[src/vgpb_pkg.sv]
// Shared types, constants and packet bit-order tables for the VFD grid packet builder.
package vgpb_pkg;

   localparam int ADDR_W       = 10;
   localparam int STORE_DEPTH  = 1 << ADDR_W;
   localparam int ROWS         = 39;
   localparam int ROW_W        = 6;
   localparam int PACKET_BYTES = 36;
   localparam int PACKET_BITS  = PACKET_BYTES * 8;
   localparam int GROUP_BITS   = 6;
   // every row feeds six consecutive packet bits; the tail past the rows is zero
   localparam int STEP_ROWS    = PACKET_BITS / GROUP_BITS;
   localparam int ENABLE_BASE  = 233;

   localparam logic OP_WRITE  = 1'b0;
   localparam logic OP_RENDER = 1'b1;

   localparam logic [7:0] MASK_FIRST = 8'hFC;
   localparam logic [7:0] MASK_MID   = 8'h3C;
   localparam logic [7:0] MASK_LOW   = 8'h0C;

   typedef logic [2:0]                  sh_type;
   typedef sh_type [GROUP_BITS-1:0]     row_sh_type;
   typedef row_sh_type [ROWS-1:0]       sh_tab_type;

   // reorder tables a, b, c; [0] even grids, [1] odd grids; entry is a bit of the
   // group byte [a b c d e f 0 0], so codes 0 and 1 always give zero
   localparam sh_type ORD_TAB [3][2][6] = '{
      '{'{3'd0, 3'd2, 3'd0, 3'd3, 3'd0, 3'd4}, '{3'd7, 3'd0, 3'd6, 3'd0, 3'd5, 3'd0}},
      '{'{3'd0, 3'd3, 3'd0, 3'd4, 3'd0, 3'd2}, '{3'd6, 3'd0, 3'd5, 3'd0, 3'd7, 3'd0}},
      '{'{3'd0, 3'd4, 3'd0, 3'd2, 3'd0, 3'd3}, '{3'd5, 3'd0, 3'd7, 3'd0, 3'd6, 3'd0}}
   };

   // per row, the group bit that lands on each of its six packet bits;
   // packet bits run in 32-bit chunks cycling through tables a, b, c
   function automatic sh_tab_type build_sh_tab(input int odd);
      sh_tab_type  t;
      int unsigned p;
      t = '0;
      for (int r = 0; r < ROWS; r++) begin
         for (int j = 0; j < GROUP_BITS; j++) begin
            p       = r * GROUP_BITS + j;
            t[r][j] = ORD_TAB[(p / 32) % 3][odd][(p % 32) % 6];
         end
      end
      return t;
   endfunction

   localparam sh_tab_type SH_TAB_EVEN = build_sh_tab(0);
   localparam sh_tab_type SH_TAB_ODD  = build_sh_tab(1);

   typedef struct packed {
      logic             go;
      logic [5:0]       grid;
   } pk_cmd_type;

   typedef struct packed {
      logic             en;
      logic [ROW_W-1:0] row;
      logic [5:0]       group;
   } grp_wr_type;

endpackage

[src/vgpb_packer.sv]
// Column group store and packet serialiser: reads row groups and emits packet bytes.
module vgpb_packer (
   input  logic                clock,
   input  logic                reset,
   input  vgpb_pkg::pk_cmd_type cmd,
   input  vgpb_pkg::grp_wr_type grp_wr,
   output logic                rsp_valid,
   output logic [7:0]          rsp_packet_byte,
   output logic [5:0]          rsp_byte_index,
   output logic                rsp_last
);
   import vgpb_pkg::*;

   localparam int ACC_W = 14;

   logic [5:0] grp_mem [ROWS];
   logic [5:0] grp_rd_ff;

   logic             act_ff, act_in;
   logic [ROW_W-1:0] row_ff, row_in;
   logic [5:0]       grid_ff, grid_in;
   logic             st_vld_ff, st_vld_in;
   logic             st_real_ff, st_real_in;
   logic [ROW_W-1:0] st_row_ff, st_row_in;
   logic [ACC_W-1:0] acc_ff, acc_in;
   logic [3:0]       cnt_ff, cnt_in;
   logic [5:0]       byte_ff, byte_in;
   logic             rsp_valid_ff, rsp_valid_in;
   logic [7:0]       rsp_byte_ff, rsp_byte_in;
   logic [5:0]       rsp_idx_ff, rsp_idx_in;
   logic             rsp_last_ff, rsp_last_in;

   logic             rd_en;
   logic [ROW_W-1:0] tab_idx;
   row_sh_type       row_sh;
   logic [7:0]       grp8;
   logic [5:0]       bits6;
   logic [ACC_W-1:0] merged;
   logic [3:0]       ncnt;
   logic             emit;
   logic [8:0]       en0, en1;
   logic [7:0]       en_mask;

   assign rd_en = act_ff && (row_ff < ROW_W'(ROWS));

   always_ff @(posedge clock) begin
      if (grp_wr.en) begin
         grp_mem[grp_wr.row] <= grp_wr.group;
      end
      if (rd_en) begin
         grp_rd_ff <= grp_mem[row_ff];
      end
   end

   always_comb begin
      tab_idx = st_real_ff ? st_row_ff : '0;
      row_sh  = grid_ff[0] ? SH_TAB_ODD[tab_idx] : SH_TAB_EVEN[tab_idx];
      grp8    = {grp_rd_ff, 2'b00};
      for (int j = 0; j < GROUP_BITS; j++) begin
         bits6[j] = st_real_ff & grp8[row_sh[j]];
      end
      merged = acc_ff | (ACC_W'(bits6) << cnt_ff);
      ncnt   = cnt_ff + 4'd6;
      emit   = st_vld_ff && (ncnt >= 4'd8);

      // the two grid enable bits; past the packet end they never match a byte
      en0 = 9'(ENABLE_BASE) + 9'(grid_ff);
      en1 = en0 + 9'd1;
      for (int b = 0; b < 8; b++) begin
         en_mask[b] = ((en0[8:3] == byte_ff) && (en0[2:0] == 3'(b))) ||
                      ((en1[8:3] == byte_ff) && (en1[2:0] == 3'(b)));
      end
   end

   always_comb begin
      act_in       = act_ff;
      row_in       = row_ff;
      grid_in      = grid_ff;
      st_vld_in    = act_ff;
      st_real_in   = rd_en;
      st_row_in    = row_ff;
      acc_in       = acc_ff;
      cnt_in       = cnt_ff;
      byte_in      = byte_ff;
      rsp_valid_in = emit;
      rsp_byte_in  = merged[7:0] | en_mask;
      rsp_idx_in   = byte_ff;
      rsp_last_in  = (byte_ff == 6'(PACKET_BYTES - 1));

      if (st_vld_ff) begin
         if (emit) begin
            acc_in  = merged >> 8;
            cnt_in  = ncnt - 4'd8;
            byte_in = byte_ff + 6'd1;
         end else begin
            acc_in = merged;
            cnt_in = ncnt;
         end
      end

      if (act_ff) begin
         row_in = row_ff + ROW_W'(1);
         if (row_ff == ROW_W'(STEP_ROWS - 1)) begin
            act_in = 1'b0;
         end
      end

      if (cmd.go) begin
         act_in  = 1'b1;
         row_in  = '0;
         grid_in = cmd.grid;
         acc_in  = '0;
         cnt_in  = '0;
         byte_in = '0;
      end
   end

   always_ff @(posedge clock) begin
      if (reset) begin
         act_ff       <= 1'b0;
         st_vld_ff    <= 1'b0;
         rsp_valid_ff <= 1'b0;
         row_ff       <= '0;
         cnt_ff       <= '0;
         byte_ff      <= '0;
         acc_ff       <= '0;
      end else begin
         act_ff       <= act_in;
         st_vld_ff    <= st_vld_in;
         rsp_valid_ff <= rsp_valid_in;
         row_ff       <= row_in;
         cnt_ff       <= cnt_in;
         byte_ff      <= byte_in;
         acc_ff       <= acc_in;
      end
   end

   always_ff @(posedge clock) begin
      grid_ff     <= grid_in;
      st_real_ff  <= st_real_in;
      st_row_ff   <= st_row_in;
      rsp_byte_ff <= rsp_byte_in;
      rsp_idx_ff  <= rsp_idx_in;
      rsp_last_ff <= rsp_last_in;
   end

   assign rsp_valid       = rsp_valid_ff;
   assign rsp_packet_byte = rsp_byte_ff;
   assign rsp_byte_index  = rsp_idx_ff;
   assign rsp_last        = rsp_last_ff;

endmodule

[config.mk]
export PLATFORM = sky130hd
export DESIGN_NAME = vgpb_packer
export DESIGN_NICKNAME = d
export VERILOG_FILES = /design/src/vgpb_pkg.sv /design/src/vgpb_packer.sv
export SDC_FILE = /design/constraint.sdc
export NUM_CORES = 1
export LEC_CHECK = 0
export BUFFER_PORTS_ARGS = -buffer_cell sky130_fd_sc_hd__buf_2
export CORE_UTILIZATION = 40
export CTS_CLUSTER_DIAMETER = 40
export DETAILED_ROUTE_END_ITERATION = 12
export PLACE_DENSITY = 0.62
export SETUP_SLACK_MARGIN = 0.05
export SLEW_MARGIN = 5
export SYNTH_ARGS = -nofsm -noshare
export SYNTH_HDL_FRONTEND = slang
export SYNTH_SLANG_ARGS = --single-unit
export TNS_END_PERCENT = 30
[constraint.sdc]
create_clock -name clock -period 6.9 [get_ports clock]
set_input_delay 0.345 -clock clock [delete_from_list [all_inputs] [get_ports clock]]
set_output_delay 0.345 -clock clock [all_outputs]
set_load 0.02 [all_outputs]
==> impl_results.md <==
* Max clock buf depth at 3
* CTS sink cnt at 294
* Mapped Avg Cell Area at 16.32 um2
* Setup TNS Final at 0 ps
* Vias at 6,602
* Max Slew Vio Count at 0
* Area share of fa/ha/maj cells after synthesis at 0.01128
* Vias in the first global route at ~6,400
* Final Net Count at 827
* RSZ-0062 raised after global routing: no
* Largest family of logic cells by synthesized area: multiplexers
* Synth area leaders: edfxtp_1 (61%), mux4_2 (12%), dfxtp_1 (7.9%), nor2_1 (2.8%), mux2i_1 (1.8%)
* Initial DRC Count at a little over 700
* Post-DP Area at ~13,000 um2
* RR Startpoint: row_ff[0]
* Power Density at approximately 300 nW/um2
* Initial antenna violation count at 0
* GRT Total Usage at 0.1687
* P_leak at 4.486 nW
* Die area at 31,220 um2
* Die Y at 176.7 um
* Worst EP required at 7140 ps
* Antenna diodes at 0
* Drc violations at 0
* Fmax at 316.8 MHz
* CP endpoint kind: register
* Gate Count Post-Synth at 748
* Pre-CTS setup slack at 3652 ps
* Global-route wire length before repair at ~39 mm
* Dpl cells at 1,135
* Worst-Margin Slew at between 1000 and 1500 ps
* TritonRoute pass-1 iters at 5
* Top cell type's share of synthesized area at 0.6052
* Final cell count without fillers at approximately 1,200
* Total CTS buffers at 41
* Max_slew headroom at 0.2284
* Syn Nets at 781
* Worst Reg-to-Reg Cells at 5
* Setup-failing EPs final at 0
* XOR/XNOR Fraction of Synth Area at 0.01486
* CP Capture Point: grp_rd_ff[1]
* Synth Warn # at 0
* Setup crit start: row_ff[0]
* Clock Skew at 19.66 ps
* Clk_lat worst skew at ~540 ps
* Final Cycle Share at 0.4575
* CP Class: reg2reg
* Vias/cell at around 5.4
* Worst hold margin at a little under 70 ps
* Reg-to-reg setup timing slack at between 3000 and 4000 ps
* Layout cells sized above 1 at 0.2409
* Core area at 29,800 um2
* Commonest non-fill, non-tap cell in the layout: edfxtp_1
* RR Endpoint: grp_rd_ff[1]
* Hold/Removal Path Class: in2reg
* Die width at 176.7 um
* Worst-path fanout max at ~40
* Max-cap viol count at 0
* Mapped cell area at 12,210 um2
* EDFF count, synth at 246
* Htree depth at 2
* Clk slew on worst S/H paths at 60 ps
* Initial core utilization at 0.4096
* Root Buffer: clkbuf_16
* Post-cts repair resize count at 0
* Status: finished, final reports clean
* Setup slack after layout at 3743 ps
* Mux cell area share after synthesis at 0.1417
* Fin area at 14,210 um2
* # Post-CTS Setup Buffers at 0
* Worst VDD drop at 0.2921 mV
* Row cnt at between 60 and 70
* I/O Pins at 38
* Critical Path AT at around 3400 ps
* CTS tree: yes
* Post-synth ARST share at 0
* Total grt overflow at 0
* Port Buffers at 37
* Post-route ant nets at 0
* CP Launch Type: register
* Synth Flop Type: edfxtp_1
* Area leader, netlist: edfxtp_1
* Simple-gate share of the synthesized area at 0.08375
* Detailed Place HPWL at between 15 and 20 mm
* Post-synthesis sequential area ratio at 0.6840
* Hold Buf Count CTS at 6
* Largest net degree at the start of global routing at 42
* Most frequent cells in the layout: edfxtp_1 (246), nor2_1 (91), mux4_2 (66)
* Min Clock Period, post-route at 3157 ps
* Wire per inst at 20.99 um
* DRT Wirelength at 25.52 mm
* Number of distinct library cells after synthesis at between 50 and 60
* #FFs+latches synth at 294
* Area Overhead vs Synth at 16.42%
* Post-synthesis compound-gate area fraction at 0.04172
* Final Hold Fails at 0
* Final Wtd Congestion at around 0.8
how the worst min path moves through the flow:
stage	from	end	slack, ps	depth (start not counted)
after detailed placement	byte_ff[1]	rsp_byte_index[1]	420	0
after CTS	reset	rsp_valid	40	2
final	reset	rsp_valid	70	2
after global routing	reset	rsp_valid	60	2
after floorplan	byte_ff[2]	rsp_byte_index[2]	330	0
after global placement	byte_ff[1]	rsp_byte_index[1]	420	0
area by class of cell:
type                    count  area, um2
repair buffers             49      290.3
fillers                  2520      15590
well taps                 390      488.0
clock inverters            27      342.8
inverters                  11      41.29
flip-flops and latches    294       8353
clock buffers              48       1105
multi-input cells         397       3590
through the flow:
stage            util  total power [mW]
2_1_floorplan       -             2.106
3_3_place_gp   0.4263             2.157
3_5_place_dp   0.4263             2.160
4_1_cts        0.4769             4.320
5_1_grt        0.4769             4.416
6_report       0.4769             4.284
per-layer routing:
layer / share of wire / vias to the layer above / GRT usage
li1: - / 3007 / -
met1: 0.44 / 3284 / 0.2406
met2: 0.46 / 258 / 0.2572
met3: 0.070 / 53 / 0.03200
met4: 0.029 / 0 / 0.06286
met5: 0 / - / 0
worst max-delay path, cell delays in order (launching register included):
cell and delay, ps:
dfxtp_4 610, buf_4 720, mux4_2 600, mux4_2 490, mux2i_1 250, o221ai_1 160
state kept, by name, summed over array words and instances (netlist names), 3 cells and up:
name             cells
rsp_packet_byte      8
grp_rd_ff            6
byte_ff              6
cnt_ff               3
grid_ff              6
rsp_byte_index       6
grp_mem            234
row_ff               6
acc_ff              14
where the power goes:
part,internal (mW),total [mW],switching (mW)
clock,1.35,2.16,0.805
combinational,0.0659,0.161,0.0948
sequential,1.94,1.96,0.0217
synthesized netlist by cell type (all sizes together) (8+ instances only):
library cell	number
nor2b	8
ha	11
xor2	9
inv	11
xnor2	10
nand3b	8
mux4	66
mux2i	22
nand2	26
dfxtp	48
o221ai	12
nor3	14
buf	17
nand3	9
nand2b	14
o21ai	12
a21oi	22
nor2	91
clkbuf	29
nand4	9
edfxtp	246
logic make-up after synthesis:
logic type	after synthesis
compound gates	72
xor+xnor	19
fa+ha+maj	11
buf+inv	57
flops	294
mux	90
simple gates	205
No activity file was read; power rests on OpenSTA's default activity.
